[config.mk]
export PLATFORM = sky130hd
export DESIGN_NAME = h264_ps_pes_packetizer
export DESIGN_NICKNAME = d
export VERILOG_FILES = /design/src/hw/rtl/pspes_pkg.sv /design/src/hw/rtl/pspes_front.sv /design/src/hw/rtl/pspes_queue.sv /design/src/hw/rtl/pspes_back.sv /design/src/hw/rtl/h264_ps_pes_packetizer.sv
export SDC_FILE = /design/constraint.sdc
export NUM_CORES = 1
export LEC_CHECK = 0
export BUFFER_PORTS_ARGS = -buffer_cell sky130_fd_sc_hd__buf_2
export CAP_MARGIN = 20
export CELL_PAD_IN_SITES_DETAIL_PLACEMENT = 0
export CELL_PAD_IN_SITES_GLOBAL_PLACEMENT = 1
export CORE_ASPECT_RATIO = 0.7
export CORE_MARGIN = 3
export CORE_UTILIZATION = 51
export DETAILED_ROUTE_END_ITERATION = 6
export PLACE_DENSITY = 0.89
export SKIP_LAST_GASP = 1
export SYNTH_ARGS = -nofsm -noshare
export SYNTH_HDL_FRONTEND = slang
export SYNTH_SLANG_ARGS = --single-unit
[constraint.sdc]
create_clock -name clk -period 7.41 [get_ports clk]
set_input_delay 0.3705 -clock clk [delete_from_list [all_inputs] [get_ports clk]]
set_output_delay 0.3705 -clock clk [all_outputs]
set_load 0.01 [all_outputs]
[src/hw/rtl/pspes_pkg.sv]
// ---------------------------------------------------------------------------
// pspes_pkg: shared types and constants of the PS/PES packetizer
// Field widths, the command word passed from the classifier to the emitter,
// fixed header bytes and the timestamp residue helper used for the SCR
// extension.
// ---------------------------------------------------------------------------
package pspes_pkg;

    // Limits of the chunking logic.
    localparam int unsigned MAX_CHUNK = 65522;
    localparam int unsigned MAX_FRAME = 1048576;

    // Field widths.
    localparam int unsigned FRAME_LEN_W = 21;
    localparam int unsigned CHUNK_W     = 16;
    localparam int unsigned TS_W        = 33;
    localparam int unsigned BYTE_W      = 8;
    localparam int unsigned DATA_W      = 32;
    localparam int unsigned COUNT_W     = 3;

    // Command queue between classifier and emitter.
    localparam int unsigned QUEUE_DEPTH = 4;
    localparam int unsigned QPTR_W      = $clog2(QUEUE_DEPTH);
    localparam int unsigned QCNT_W      = $clog2(QUEUE_DEPTH + 1);

    // PTS mod 100: a residue sum over the nibbles, then a reciprocal multiply.
    localparam int unsigned TSUM_W      = 13;
    localparam int unsigned RECIP       = 10486;
    localparam int unsigned RECIP_W     = 14;
    localparam int unsigned RECIP_SHIFT = 20;
    localparam int unsigned QUOT_W      = 6;
    localparam int unsigned EXT_W       = 7;
    localparam int unsigned SCR_EXT_W   = 9;
    localparam int unsigned MOD_BASE    = 100;

    // PES_packet_length is the chunk length plus the remaining header bytes.
    localparam int unsigned PES_LEN_OFFSET = 13;

    // Header word counts and the byte count of each header's last word.
    localparam int unsigned IDX_W            = 5;
    localparam int unsigned KEY_HDR_WORDS    = 19;
    localparam int unsigned PLAIN_HDR_WORDS  = 9;
    localparam int unsigned KEY_LAST_COUNT   = 3;
    localparam int unsigned PLAIN_LAST_COUNT = 1;
    localparam int unsigned FULL_COUNT       = 4;

    // Request codes of the input word.
    localparam logic REQ_FRAME_START = 1'b0;
    localparam logic REQ_PAYLOAD     = 1'b1;

    // PES stream ids.
    localparam logic [7:0] SID_VIDEO = 8'hE0;
    localparam logic [7:0] SID_AUDIO = 8'hC0;

    // Fixed system header (18 bytes) and program stream map (24 bytes).
    localparam logic [143:0] SYS_HDR = 144'h000001BB000C8186A105E17FC0C200E0E800;
    localparam logic [191:0] PSM_HDR =
        192'h000001BC0012E0FF0000000890C000001BE0000045BDDCF4;

    // 16^i mod 100 for the nine nibble positions of a 33-bit timestamp,
    // position 0 in the lowest seven bits.
    localparam int unsigned NIB_RES_W = 7;
    localparam logic [9*NIB_RES_W-1:0] NIB_RES = {7'd96, 7'd56, 7'd16, 7'd76, 7'd36,
                                                  7'd96, 7'd56, 7'd16, 7'd1};

    // Kinds of work handed to the emitter.
    typedef enum logic [1:0] {
        CMD_STRAY,
        CMD_BYTE,
        CMD_CHUNK
    } cmd_kind_t;

    // One queued command.
    typedef struct packed {
        cmd_kind_t           kind;
        logic [BYTE_W-1:0]   data_byte;
        logic                frame_end;
        logic                key;
        logic [TS_W-1:0]     ts;
        logic [TSUM_W-1:0]   tsum;
        logic [CHUNK_W-1:0]  pes_len;
    } pes_cmd_t;

    // Sum of nibble residues; the result is congruent to ts modulo 100.
    function automatic logic [TSUM_W-1:0] ts_residue_sum(input logic [TS_W-1:0] ts);
        logic [TSUM_W-1:0] acc;
        acc = ts[32] ? TSUM_W'(NIB_RES[8*NIB_RES_W +: NIB_RES_W]) : '0;
        for (int i = 0; i < 8; i++) begin
            acc = acc + TSUM_W'(ts[4*i +: 4]) * TSUM_W'(NIB_RES[NIB_RES_W*i +: NIB_RES_W]);
        end
        return acc;
    endfunction

endpackage

[src/hw/rtl/pspes_front.sv]
// ---------------------------------------------------------------------------
// pspes_front: input classifier
// Tracks the open frame and chunk, and turns each payload byte into a
// command for the emitter: a stray drop, a plain byte, or a chunk opener.
// ---------------------------------------------------------------------------
module pspes_front (
    input  logic                              clk,
    input  logic                              rst_n,
    input  logic                              in_valid,
    output logic                              in_ready,
    input  logic                              req_type,
    input  logic [pspes_pkg::FRAME_LEN_W-1:0] frame_length,
    input  logic [pspes_pkg::TS_W-1:0]        pts,
    input  logic                              key_frame,
    input  logic [pspes_pkg::BYTE_W-1:0]      data_byte,
    input  logic                              q_full,
    output logic                              push,
    output pspes_pkg::pes_cmd_t               push_cmd
);

    logic [pspes_pkg::FRAME_LEN_W-1:0] frame_left_reg, frame_left_next;
    logic [pspes_pkg::CHUNK_W-1:0]     chunk_left_reg, chunk_left_next;
    logic [pspes_pkg::TS_W-1:0]        ts_reg, ts_next;
    logic [pspes_pkg::TSUM_W-1:0]      tsum_reg, tsum_next;
    logic                              key_reg, key_next;
    logic                              open_reg, open_next;

    logic                              accept;
    logic [pspes_pkg::FRAME_LEN_W-1:0] len_sat;
    logic [pspes_pkg::CHUNK_W-1:0]     chunk_len;
    logic                              chunk_first;
    logic                              last_byte;

    assign in_ready = !q_full;
    assign accept   = in_valid && in_ready;

    // Frame length saturates at the largest frame.
    assign len_sat = (frame_length > pspes_pkg::FRAME_LEN_W'(pspes_pkg::MAX_FRAME))
                   ? pspes_pkg::FRAME_LEN_W'(pspes_pkg::MAX_FRAME) : frame_length;

    // Length of a chunk that opens now.
    assign chunk_first = (chunk_left_reg == '0);
    assign chunk_len   = (frame_left_reg > pspes_pkg::FRAME_LEN_W'(pspes_pkg::MAX_CHUNK))
                       ? pspes_pkg::CHUNK_W'(pspes_pkg::MAX_CHUNK)
                       : frame_left_reg[pspes_pkg::CHUNK_W-1:0];
    assign last_byte   = (frame_left_reg == pspes_pkg::FRAME_LEN_W'(1));

    // Frame state update and command build.
    always_comb
    begin
        frame_left_next = frame_left_reg;
        chunk_left_next = chunk_left_reg;
        ts_next         = ts_reg;
        tsum_next       = tsum_reg;
        key_next        = key_reg;
        open_next       = open_reg;
        push            = 1'b0;

        push_cmd           = '0;
        push_cmd.kind      = pspes_pkg::CMD_BYTE;
        push_cmd.data_byte = data_byte;
        push_cmd.frame_end = last_byte;
        push_cmd.key       = key_reg;
        push_cmd.ts        = ts_reg;
        push_cmd.tsum      = tsum_reg;
        push_cmd.pes_len   = chunk_len + pspes_pkg::CHUNK_W'(pspes_pkg::PES_LEN_OFFSET);

        if (accept) begin
            if (req_type == pspes_pkg::REQ_FRAME_START) begin
                // A new frame drops whatever frame was still open.
                frame_left_next = len_sat;
                chunk_left_next = '0;
                ts_next         = pts;
                tsum_next       = pspes_pkg::ts_residue_sum(pts);
                key_next        = key_frame;
                open_next       = (len_sat != '0);
            end else if (!open_reg || frame_left_reg == '0) begin
                // Stray byte with no frame open.
                open_next     = 1'b0;
                push          = 1'b1;
                push_cmd.kind = pspes_pkg::CMD_STRAY;
            end else begin
                push = 1'b1;
                if (chunk_first) begin
                    push_cmd.kind   = pspes_pkg::CMD_CHUNK;
                    chunk_left_next = chunk_len - pspes_pkg::CHUNK_W'(1);
                end else begin
                    chunk_left_next = chunk_left_reg - pspes_pkg::CHUNK_W'(1);
                end
                frame_left_next = frame_left_reg - pspes_pkg::FRAME_LEN_W'(1);
                if (last_byte) begin
                    open_next       = 1'b0;
                    chunk_left_next = '0;
                end
            end
        end
    end

    // Frame state registers.
    always_ff @(posedge clk or negedge rst_n)
    begin
        if (!rst_n) begin
            frame_left_reg <= '0;
            chunk_left_reg <= '0;
            ts_reg         <= '0;
            tsum_reg       <= '0;
            key_reg        <= 1'b0;
            open_reg       <= 1'b0;
        end else begin
            frame_left_reg <= frame_left_next;
            chunk_left_reg <= chunk_left_next;
            ts_reg         <= ts_next;
            tsum_reg       <= tsum_next;
            key_reg        <= key_next;
            open_reg       <= open_next;
        end
    end

endmodule

[src/hw/rtl/pspes_queue.sv]
// ---------------------------------------------------------------------------
// pspes_queue: command queue
// A short first-in first-out buffer of commands between the classifier and
// the emitter, with the head entry readable in place.
// ---------------------------------------------------------------------------
module pspes_queue (
    input  logic                clk,
    input  logic                rst_n,
    input  logic                push,
    input  pspes_pkg::pes_cmd_t push_cmd,
    input  logic                pop,
    output pspes_pkg::pes_cmd_t head,
    output logic                head_valid,
    output logic                full
);

    pspes_pkg::pes_cmd_t entry_reg [pspes_pkg::QUEUE_DEPTH];

    logic [pspes_pkg::QPTR_W-1:0] wr_ptr_reg, wr_ptr_next;
    logic [pspes_pkg::QPTR_W-1:0] rd_ptr_reg, rd_ptr_next;
    logic [pspes_pkg::QCNT_W-1:0] count_reg, count_next;

    assign head       = entry_reg[rd_ptr_reg];
    assign head_valid = (count_reg != '0);
    assign full       = (count_reg == pspes_pkg::QCNT_W'(pspes_pkg::QUEUE_DEPTH));

    // Pointer and fill count update.
    always_comb
    begin
        wr_ptr_next = push ? wr_ptr_reg + pspes_pkg::QPTR_W'(1) : wr_ptr_reg;
        rd_ptr_next = pop ? rd_ptr_reg + pspes_pkg::QPTR_W'(1) : rd_ptr_reg;
        count_next  = count_reg;
        if (push && !pop) begin
            count_next = count_reg + pspes_pkg::QCNT_W'(1);
        end else if (pop && !push) begin
            count_next = count_reg - pspes_pkg::QCNT_W'(1);
        end
    end

    always_ff @(posedge clk or negedge rst_n)
    begin
        if (!rst_n) begin
            wr_ptr_reg <= '0;
            rd_ptr_reg <= '0;
            count_reg  <= '0;
        end else begin
            wr_ptr_reg <= wr_ptr_next;
            rd_ptr_reg <= rd_ptr_next;
            count_reg  <= count_next;
        end
    end

    // Entry storage.
    always_ff @(posedge clk)
    begin
        if (push) begin
            entry_reg[wr_ptr_reg] <= push_cmd;
        end
    end

endmodule

[src/hw/rtl/pspes_back.sv]
// ---------------------------------------------------------------------------
// pspes_back: stream emitter
// Expands the command at the head of the queue into output words: the
// chunk headers one word per cycle while the output is not stalled, then the
// payload byte, behind an output register; a stray byte becomes a status word.
// ---------------------------------------------------------------------------
module pspes_back (
    input  logic                          clk,
    input  logic                          rst_n,
    input  pspes_pkg::pes_cmd_t           head,
    input  logic                          head_valid,
    output logic                          pop,
    input  logic                          audio_select,
    output logic                          out_valid,
    input  logic                          out_ready,
    output logic [pspes_pkg::DATA_W-1:0]  out_data,
    output logic [pspes_pkg::COUNT_W-1:0] byte_count,
    output logic                          frame_end,
    output logic                          status,
    output logic                          last_of_run
);

    localparam int unsigned KEY_BITS   = 32 * pspes_pkg::KEY_HDR_WORDS;
    localparam int unsigned PLAIN_BITS = 32 * pspes_pkg::PLAIN_HDR_WORDS;
    localparam int unsigned PROD_W     = pspes_pkg::TSUM_W + pspes_pkg::RECIP_W;

    logic [pspes_pkg::IDX_W-1:0]  idx_reg, idx_next;
    logic [pspes_pkg::QUOT_W-1:0] quot_reg;
    logic                         out_valid_reg, out_valid_next;
    logic [pspes_pkg::DATA_W-1:0] out_data_reg;
    logic [pspes_pkg::COUNT_W-1:0] byte_count_reg;
    logic                         frame_end_reg;
    logic                         status_reg;
    logic                         last_reg;

    logic [PROD_W-1:0]               recip_prod;
    logic [pspes_pkg::EXT_W-1:0]     scr_ext;
    logic [pspes_pkg::SCR_EXT_W-1:0] scr_ext9;
    logic [7:0]                      pes_sid;
    logic [111:0]                    pack_hdr;
    logic [151:0]                    pes_hdr;
    logic [KEY_BITS-1:0]             key_vec;
    logic [PLAIN_BITS-1:0]           plain_vec;
    logic [pspes_pkg::DATA_W-1:0]    key_words   [pspes_pkg::KEY_HDR_WORDS];
    logic [pspes_pkg::DATA_W-1:0]    plain_words [pspes_pkg::PLAIN_HDR_WORDS];
    logic [pspes_pkg::IDX_W-1:0]     hdr_words;
    logic [pspes_pkg::COUNT_W-1:0]   hdr_last_count;

    logic                          adv;
    logic [pspes_pkg::DATA_W-1:0]  word_data;
    logic [pspes_pkg::COUNT_W-1:0] word_count;
    logic                          word_fend;
    logic                          word_status;
    logic                          word_last;

    // Quotient of the residue sum by 100, taken while the first word goes out.
    assign recip_prod = PROD_W'(head.tsum) * PROD_W'(pspes_pkg::RECIP);
    assign scr_ext    = pspes_pkg::EXT_W'(head.tsum
                      - pspes_pkg::TSUM_W'(quot_reg) * pspes_pkg::TSUM_W'(pspes_pkg::MOD_BASE));
    assign scr_ext9   = pspes_pkg::SCR_EXT_W'(scr_ext);
    assign pes_sid    = audio_select ? pspes_pkg::SID_AUDIO : pspes_pkg::SID_VIDEO;

    // Pack header with SCR base and extension, mux rate 255.
    assign pack_hdr = {32'h000001BA, 2'b01, head.ts[32:30], 1'b1, head.ts[29:15], 1'b1,
                       head.ts[14:0], 1'b1, scr_ext9, 1'b1, 22'd255, 2'b11, 5'h1F, 3'b000};

    // PES header with PTS equal to DTS.
    assign pes_hdr = {24'h000001, pes_sid, head.pes_len, 8'h80, 8'hC0, 8'h0A,
                      4'b0011, head.ts[32:30], 1'b1, head.ts[29:15], 1'b1,
                      head.ts[14:0], 1'b1,
                      4'b0001, head.ts[32:30], 1'b1, head.ts[29:15], 1'b1,
                      head.ts[14:0], 1'b1};

    assign key_vec   = {pack_hdr, pspes_pkg::SYS_HDR, pspes_pkg::PSM_HDR, pes_hdr, 8'h00};
    assign plain_vec = {pack_hdr, pes_hdr, 24'h000000};

    // Split the header streams into words, first byte most significant.
    for (genvar w = 0; w < pspes_pkg::KEY_HDR_WORDS; w++) begin : g_key_words
        assign key_words[w] = key_vec[KEY_BITS-1-32*w -: 32];
    end
    for (genvar w = 0; w < pspes_pkg::PLAIN_HDR_WORDS; w++) begin : g_plain_words
        assign plain_words[w] = plain_vec[PLAIN_BITS-1-32*w -: 32];
    end

    assign hdr_words      = head.key ? pspes_pkg::IDX_W'(pspes_pkg::KEY_HDR_WORDS)
                                     : pspes_pkg::IDX_W'(pspes_pkg::PLAIN_HDR_WORDS);
    assign hdr_last_count = head.key ? pspes_pkg::COUNT_W'(pspes_pkg::KEY_LAST_COUNT)
                                     : pspes_pkg::COUNT_W'(pspes_pkg::PLAIN_LAST_COUNT);

    assign adv = head_valid && (!out_valid_reg || out_ready);

    // Word selection for the head command.
    always_comb
    begin
        word_data   = {head.data_byte, 24'h000000};
        word_count  = pspes_pkg::COUNT_W'(1);
        word_fend   = head.frame_end;
        word_status = 1'b0;
        word_last   = 1'b1;
        idx_next    = idx_reg;
        pop         = 1'b0;

        unique case (head.kind)
            pspes_pkg::CMD_STRAY:
            begin
                word_data   = '0;
                word_count  = '0;
                word_fend   = 1'b0;
                word_status = 1'b1;
                pop         = adv;
            end
            pspes_pkg::CMD_BYTE:
            begin
                pop = adv;
            end
            pspes_pkg::CMD_CHUNK:
            begin
                if (idx_reg == hdr_words) begin
                    pop = adv;
                    if (adv) begin
                        idx_next = '0;
                    end
                end else begin
                    word_data  = head.key ? key_words[idx_reg]
                                          : plain_words[idx_reg[pspes_pkg::IDX_W-2:0]];
                    word_count = (idx_reg == hdr_words - pspes_pkg::IDX_W'(1))
                               ? hdr_last_count
                               : pspes_pkg::COUNT_W'(pspes_pkg::FULL_COUNT);
                    word_fend  = 1'b0;
                    word_last  = 1'b0;
                    if (adv) begin
                        idx_next = idx_reg + pspes_pkg::IDX_W'(1);
                    end
                end
            end
            default:
            begin
                pop = adv;
            end
        endcase
    end

    // Output valid follows the advance and the consumer.
    always_comb
    begin
        out_valid_next = out_valid_reg;
        if (adv) begin
            out_valid_next = 1'b1;
        end else if (out_ready) begin
            out_valid_next = 1'b0;
        end
    end

    always_ff @(posedge clk or negedge rst_n)
    begin
        if (!rst_n) begin
            idx_reg       <= '0;
            out_valid_reg <= 1'b0;
        end else begin
            idx_reg       <= idx_next;
            out_valid_reg <= out_valid_next;
        end
    end

    // Quotient register and output payload.
    always_ff @(posedge clk)
    begin
        if (idx_reg == '0) begin
            quot_reg <= recip_prod[pspes_pkg::RECIP_SHIFT +: pspes_pkg::QUOT_W];
        end
        if (adv) begin
            out_data_reg   <= word_data;
            byte_count_reg <= word_count;
            frame_end_reg  <= word_fend;
            status_reg     <= word_status;
            last_reg       <= word_last;
        end
    end

    assign out_valid   = out_valid_reg;
    assign out_data    = out_data_reg;
    assign byte_count  = byte_count_reg;
    assign frame_end   = frame_end_reg;
    assign status      = status_reg;
    assign last_of_run = last_reg;

endmodule

[src/hw/rtl/h264_ps_pes_packetizer.sv]
// ---------------------------------------------------------------------------
// h264_ps_pes_packetizer: program stream PES packetizer
// Cuts frames into chunks and wraps each chunk in pack, optional system
// and stream map, and PES headers; headers go four bytes to a word, payload one.
// ---------------------------------------------------------------------------
//  Channel   Handshake               Carries
//  input     in_valid / in_ready     req_type, frame_length, pts, key_frame, data_byte
//  output    out_valid / out_ready   out_data, byte_count, frame_end, status, last_of_run
//  config    cfg_wr_en               cfg_wr_data (audio_select)
//
// The classifier takes one word per cycle while the four-entry command queue
// has room. A plain payload byte passes the command queue and the emitter's
// output register, at one word per cycle unless the output stalls.
// A chunk-opening byte first sends its header words, one per cycle unless stalled.
// Reset clears frame state, the queue pointers and the output valid flag; no clearing pass.
// ---------------------------------------------------------------------------
module h264_ps_pes_packetizer (
    input  logic                              clk,
    input  logic                              rst_n,
    input  logic                              cfg_wr_en,
    input  logic                              cfg_wr_data,
    input  logic                              in_valid,
    output logic                              in_ready,
    input  logic                              req_type,
    input  logic [pspes_pkg::FRAME_LEN_W-1:0] frame_length,
    input  logic [pspes_pkg::TS_W-1:0]        pts,
    input  logic                              key_frame,
    input  logic [pspes_pkg::BYTE_W-1:0]      data_byte,
    output logic                              out_valid,
    input  logic                              out_ready,
    output logic [pspes_pkg::DATA_W-1:0]      out_data,
    output logic [pspes_pkg::COUNT_W-1:0]     byte_count,
    output logic                              frame_end,
    output logic                              status,
    output logic                              last_of_run
);

    logic                audio_select_reg;
    logic                q_full;
    logic                push;
    pspes_pkg::pes_cmd_t push_cmd;
    logic                pop;
    pspes_pkg::pes_cmd_t head;
    logic                head_valid;

    // Stream id select register.
    always_ff @(posedge clk or negedge rst_n)
    begin
        if (!rst_n) begin
            audio_select_reg <= 1'b0;
        end else if (cfg_wr_en) begin
            audio_select_reg <= cfg_wr_data;
        end
    end

    // Classifier.
    pspes_front u_front (
        .clk          (clk),
        .rst_n        (rst_n),
        .in_valid     (in_valid),
        .in_ready     (in_ready),
        .req_type     (req_type),
        .frame_length (frame_length),
        .pts          (pts),
        .key_frame    (key_frame),
        .data_byte    (data_byte),
        .q_full       (q_full),
        .push         (push),
        .push_cmd     (push_cmd)
    );

    // Command queue.
    pspes_queue u_queue (
        .clk        (clk),
        .rst_n      (rst_n),
        .push       (push),
        .push_cmd   (push_cmd),
        .pop        (pop),
        .head       (head),
        .head_valid (head_valid),
        .full       (q_full)
    );

    // Emitter.
    pspes_back u_back (
        .clk          (clk),
        .rst_n        (rst_n),
        .head         (head),
        .head_valid   (head_valid),
        .pop          (pop),
        .audio_select (audio_select_reg),
        .out_valid    (out_valid),
        .out_ready    (out_ready),
        .out_data     (out_data),
        .byte_count   (byte_count),
        .frame_end    (frame_end),
        .status       (status),
        .last_of_run  (last_of_run)
    );

endmodule

# Word level (Yosys, flattened, before mapping)

Memories as Yosys holds them, arrays and structs flattened.
Index checks and enable logic that the tools add are counted.

Add/sub/neg operators: 19
$mul: 7
Div/mod/pow operators: 0
Order comparisons: 4
Eq/ne operators: 7
Shift-type cells: 0
Multiplexer cells: 48
Bitwise logic cells: 3
Reductions and logical operators: 23

Operators with widths:

| operator                                                                          | number |
|---|---|
| 32-bit two-way mux                                                                | 6 |
| 32-bit binary-select mux with 5-bit select                                        | 1 |
| 32-bit binary-select mux with 4-bit select                                        | 1 |
| 16-bit two-way mux                                                                | 5 |
| 32-bit case mux with 2 select lines                                               | 1 |
| 21-bit two-way mux                                                                | 3 |
| 13-bit by 10-bit adder with 13-bit output                                         | 3 |
| 16-bit by 1-bit subtractor with 16-bit output, second input constant              | 2 |
| 13-bit by 11-bit adder with 13-bit output                                         | 2 |
| 13-bit by 8-bit adder with 13-bit output                                          | 2 |
| 13-bit by 13-bit multiplier with 25-bit output, second input constant             | 1 |
| 21-bit by 1-bit == test with 1-bit output, second input constant                  | 1 |
| 21-bit by 16-bit greater-than comparator with 1-bit output, second input constant | 1 |
| 21-bit greater-than comparator, second input constant                             | 1 |
| 21-bit zero test                                                                  | 1 |
| 21-bit nonzero test                                                               | 1 |
| 21-bit by 1-bit subtractor with 21-bit output, second input constant              | 1 |
| 5-bit two-way mux                                                                 | 4 |
| 16-bit by 4-bit adder with 16-bit output, second input constant                   | 1 |
| 16-bit zero test                                                                  | 1 |
| 4-bit by 3-bit multiplier with 7-bit output, second input constant                | 2 |
| 1-bit two-way mux                                                                 | 14 |
| 13-bit by 4-bit adder with 13-bit output                                          | 1 |
| 3-bit two-way mux                                                                 | 4 |
| 33 further kinds                                                                  | 51 |

Flip-flop bits (word level): 143
Bits in latches: 0
RAM bits: 296
Memory bits (read-only): 0
Output and inout bits: 40
Word-level logic and storage cells: 130
Memories kept: 1

Memories:

| name              | depth | width | rd ports | clocked after Yosys merged registers in | write ports | RTL line          | source |
|---|---|---|---|---|---|---|---|
| u_queue.entry_reg | 4     | 74    | 1        | 0                                       | 1           | pspes_queue.sv:17 | `pspes_pkg::pes_cmd_t entry_reg [pspes_pkg::QUEUE_DEPTH];` |

# Depth between registers and ports, before layout

Word-level depth: 9
Mapped depth: 23
Gate-level depth less buffers: 23

# Hierarchy

Synthesis repeated with hierarchy kept, for this count alone.

Cell total of the unflattened synthesis: 2,197
Area total of the unflattened synthesis: 26,068.8 um^2

Modules (own cells, without submodules):

| module                 | times used | cells an instance | area an instance (um^2) | seq. area each (um^2) |
|---|---|---|---|---|
| pspes_queue            | 1          | 421               | 11,118.2                | 9,063.7 |
| pspes_back             | 1          | 951               | 7,820.0                 | 1,441.4 |
| pspes_front            | 1          | 823               | 7,090.6                 | 2,077.0 |
| h264_ps_pes_packetizer | 1          | 2                 | 40.0                    | 25.0 |

# Worst setup path after synthesis

Ideal clock, no wire load.

Path type: register to register
From: register u_queue.rd_ptr_reg[0] (netlist bit)
To: register u_back.quot_reg[2] (netlist bit) (data pin)
Setup time: 262 ps
Data arrival time: 6,353 ps
Path slack: 795 ps
Cell stages (with the launch flop): 20
Path through: dfrtp_1 -> buf_2 -> buf_2 -> clkbuf_1 -> buf_1 -> mux4_2 -> fa_1 -> ha_1 -> fa_1 -> fa_1 -> inv_1 -> fa_1 -> inv_1 -> ha_1 -> a21oi_1 -> o21ai_0 -> a221o_1 -> nor3_1 -> o21bai_1 -> xor2_1

Cells in the longest elaborated chain, start to end: 2

Ends and longest elaborated chain:

| element                                        | RTL line          | source |
|---|---|---|
| start, declared                                | pspes_queue.sv:20 | `logic [pspes_pkg::QPTR_W-1:0] rd_ptr_reg, rd_ptr_next;` |
| start signal, assigned                         | pspes_queue.sv:48 | `rd_ptr_reg <= rd_ptr_next;` |
| memory read 4 x 74 bit                         | -                 |  |
| 13-bit by 13-bit multiplier with 25-bit output | pspes_back.sv:57  | `assign recip_prod = PROD_W'(head.tsum) * PROD_W'(pspes_pkg::RECIP);` |
| net u_back.recip_prod[22]                      | pspes_back.sv:36  | `logic [PROD_W-1:0] recip_prod;` |
| end signal, assigned                           | pspes_back.sv:169 | `quot_reg <= recip_prod[pspes_pkg::RECIP_SHIFT +: pspes_pkg::QUOT_W];` |
| end, declared                                  | pspes_back.sv:28  | `logic [pspes_pkg::QUOT_W-1:0] quot_reg;` |

The timed path passes the listed nets, and every way through them passes these cells.
A chain may end at the register's enable or synchronous reset.

# Final worst setup path

From: register u_queue.rd_ptr_reg[1] (netlist bit)
To: register u_back.quot_reg[2] (netlist bit) (data pin)

Same word-level chain as after synthesis.

==> impl_metrics.csv <==
group,metric,value,unit
sta,period_needed,5.62,ns
global_route,grt_use_met2,38.7,%
global_route,grt_pass1_vias,17500,
detailed_routing,ant_nets,0,
setup_path,crit_chain,"mux4_2, ha_1, fa_1, fa_1, fa_1, inv_1, fa_1, inv_1, ha_1, a21oi_1, o21ai_0, a221o_1, nor3_1, o21bai_1, xor2_1",
sta,rsz0062_at_grt,"false",
logic_synthesis,avgSynthCellArea,11.8,um^2
sta,fin_ws,1.79,ns
logic_synthesis,synth_area_leader_cell,"edfxtp_1",
sta,relSlewSlack,23.5,%
outcome,failed_checks,"DRC",
logic_synthesis,synth_edf_count,331,
global_route,grt_overflow,0,
hold_path,hold_path.class,"in -> reg",
logic_synthesis,syn-num-nets,2464,
setup_path,r2r_start,"u_queue.rd_ptr_reg[1]$_DFFE_PN0P_",
detailed_routing,vias_per_cell,6.26,
sta,setup_tns,0,ns
clocking,clock-sinks,428,
global_route,grtUsageMet3,7.48,%
detailed_routing,drc_errors,1,
logic_synthesis,ys_ff_latch,428,
detailed_routing,firstDrtPassIters,7,
global_route,use_met1,42.5,%
clocking,postCtsSetupBuffers,0,
clocking,h-tree-depth,2,
setup_path,startpoint,"u_queue.rd_ptr_reg[1]$_DFFE_PN0P_",
detailed_routing,routed_wirelength,71.4,mm
hold_path,min_from,"data_byte[5]",
sta,finalHoldViolCount,0,
setup_path,crit_path_max_fanout,24,
layout,fin_area,0.0279,mm^2
die,ios,110,
setup_path,worstSetupPathType,"reg -> reg",
logic_synthesis,yosysSeqAreaShare,49.2,%
setup_path,crit_top_cell,"fa_1",
clocking,clkLatencyLatePin,0.57,ns
clocking,clock_path_buffers,3,
die,start_util,52.1,%
logic_synthesis,syn-instance-count,2140,
logic_synthesis,ys_warn_count,0,
setup_path,crit_path_start_kind,"register",
outcome,status,"finished with violations",
detailed_routing,avgRoutedWirePerCell,24.6,um
setup_path,critical_path_required,7.72,ns
layout,diodes,0,
clocking,cts_root_buffer,"clkbuf_16",
clocking,clk_pin_slew,0.06,ns
clocking,cts_resized,0,
detailed_routing,vias,18200,
layout,areaGrowthSynthToFinish,10.7,%
die,die_area,0.0521,mm^2
sta,worst_pin_slew,1.15,ns
global_route,grt_max_degree,76,
global_route,grt_first_pass_wirelength,109,mm
clocking,cts-hold-fix-buffers,8,
setup_path,worst-path-buf-inv,2,
sta,fmax,178,MHz
placement,numPortBuffers,109,
logic_synthesis,synth.area.top_cells,"edfxtp_1, dfrtp_1, fa_1, ha_1, mux4_2",
global_route,antenna_found_initial,1,
flow_run,max_cap_violations,0,
placement,place_ws,1.73,ns
logic_synthesis,syn_area,0.0251,mm^2
sta,maxSlewViolCount,0,
placement,place_hpwl,50.8,mm
logic_synthesis,synthFlopType,"edfxtp_1",
die,row_count,67,
setup_path,cp_slowest_stage_delay,0.79,ns
setup_path,crit_slowest_cell,"dfrtp_2",
sta,finClkSkew,0.0218,ns
sta,fin_crit_sh,75.8,%
setup_path,cp-end-kind,"register",
layout,drive_gt1_share,13.5,%
logic_synthesis,synth_cell_types,75,
placement,gp_congestion,0.976,
clocking,cts_made_buffers,42,
logic_synthesis,synth_top_area_share,39.5,%
sta,setup_viol,0,
setup_path,cpLargestDelayFamily,"adder cells",
global_route,grtUsageTotal,27.6,%
placement,placed_cell_area,0.0263,mm^2
clocking,cts_tree,"done",
die,die_x,271,um
detailed_routing,drt_iter0_drc,2241,
layout,largest_reg_flops,288,
setup_path,cp.arrival,5.92,ns
logic_synthesis,synth-async-reset-ratio,22.7,%
global_route,top_usage_layer,"met1",
layout,nNetsFinal,2541,
die,core,0.0483,mm^2
die,die_y,192,um
cells by family (layout without fill, tap and decap cells):
family | Yosys count | after routing | synth area share (%)
adder cells (fa/ha/maj) | 254 | 254 | 15.7
multiplexers | 94 | 94 | 7.33
buffers and inverters | 324 | 433 | 4.94
flip-flops | 428 | 428 | 49.2
XOR/XNOR | 45 | 45 | 1.62
AO/OA/AOI/OAI | 491 | 491 | 12.2
AND/OR/NAND/NOR | 504 | 504 | 9.08
metal layers:
layer | part of all wire [%] | wire length (um) | vias up
met5 | 0 | 0 | -
met4 | 2.4 | 1730 | 0
met3 | 11 | 8010 | 140
met2 | 42 | 29900 | 1007
met1 | 45 | 31800 | 9073
li1 | - | - | 7953
cells in the final DEF, fill, tap and decap left out, drive strengths merged, types with 97 or more instances in the layout:
cell type	n
buf	142
fa	101
a21oi	130
o21ai	148
inv	204
dfrtp	97
nor2	102
edfxtp	331
ha	153
nand2	223
final cells by class:
class                   count  area (um^2)
well taps                 655          820
clock inverters            27          343
fillers                  3916        20400
flip-flops and latches    428        12400
inverters                 206          773
repair buffers            151          888
multi-input cells        1388        11600
clock buffers              49         1080
cell usage after synthesis (all sizes together) (5+ instances only):
master and instances:
edfxtp 331, nand2 223, inv 202, ha 153, o21ai 148, a21oi 130, nor2 102, fa 101
dfrtp 97, clkbuf 95, mux4 72, nand3 43, nor3 31, o22ai 30, xnor2 29, buf 23
a21o 22, a31oi 22, and3 21, mux2i 20, o211ai 19, a211oi 15, a22oi 15, xor2 15
a32oi 14, nor4 14, nand4 12, and2 10, nand2b 10, nor2b 9, a221o 7, a221oi 7
or2 7, or4 7, o21a 6, o32ai 6, a211o 5, a21boi 5, or3 5
final timing paths:
path | end | slack, ns | cells past startpoint
worst max-delay path | u_back.quot_reg[2]$_DFFE_PN_ | 1.79 | 15
worst min-delay path | u_queue.entry_reg[1][69]$_DFFE_PP_ | 0.02 | 1
worst max register to register | u_back.quot_reg[2]$_DFFE_PN_ | 1.79 | 15
worst min register to register | u_queue.entry_reg[0][62]$_DFFE_PP_ | 0.51 | 0
max in group asynchronous | u_queue.rd_ptr_reg[1]$_DFFE_PN0P_ | 5.58 | 3
min in group asynchronous | u_front.ts_reg[0]$_DFFE_PN0P_ | 0.40 | 2
per-stage QoR:
| step | util, % | hold slack [ns] | instances |
|---|---|---|---|
| after floorplan | - | 0.0749 | 2140 |
| after global placement | 54.5 | 0.399 | 2818 |
| after detailed placement | 54.6 | 0.394 | 2819 |
| after CTS | 57.7 | 0.000489 | 2903 |
| after global routing | 57.7 | 0.00658 | 2904 |
| final | 57.7 | 0.0242 | 2904 |
Power is left out: the tool's default activity adds up to more than one toggle a clock period on the data nets, which glitch-free logic cannot reach.
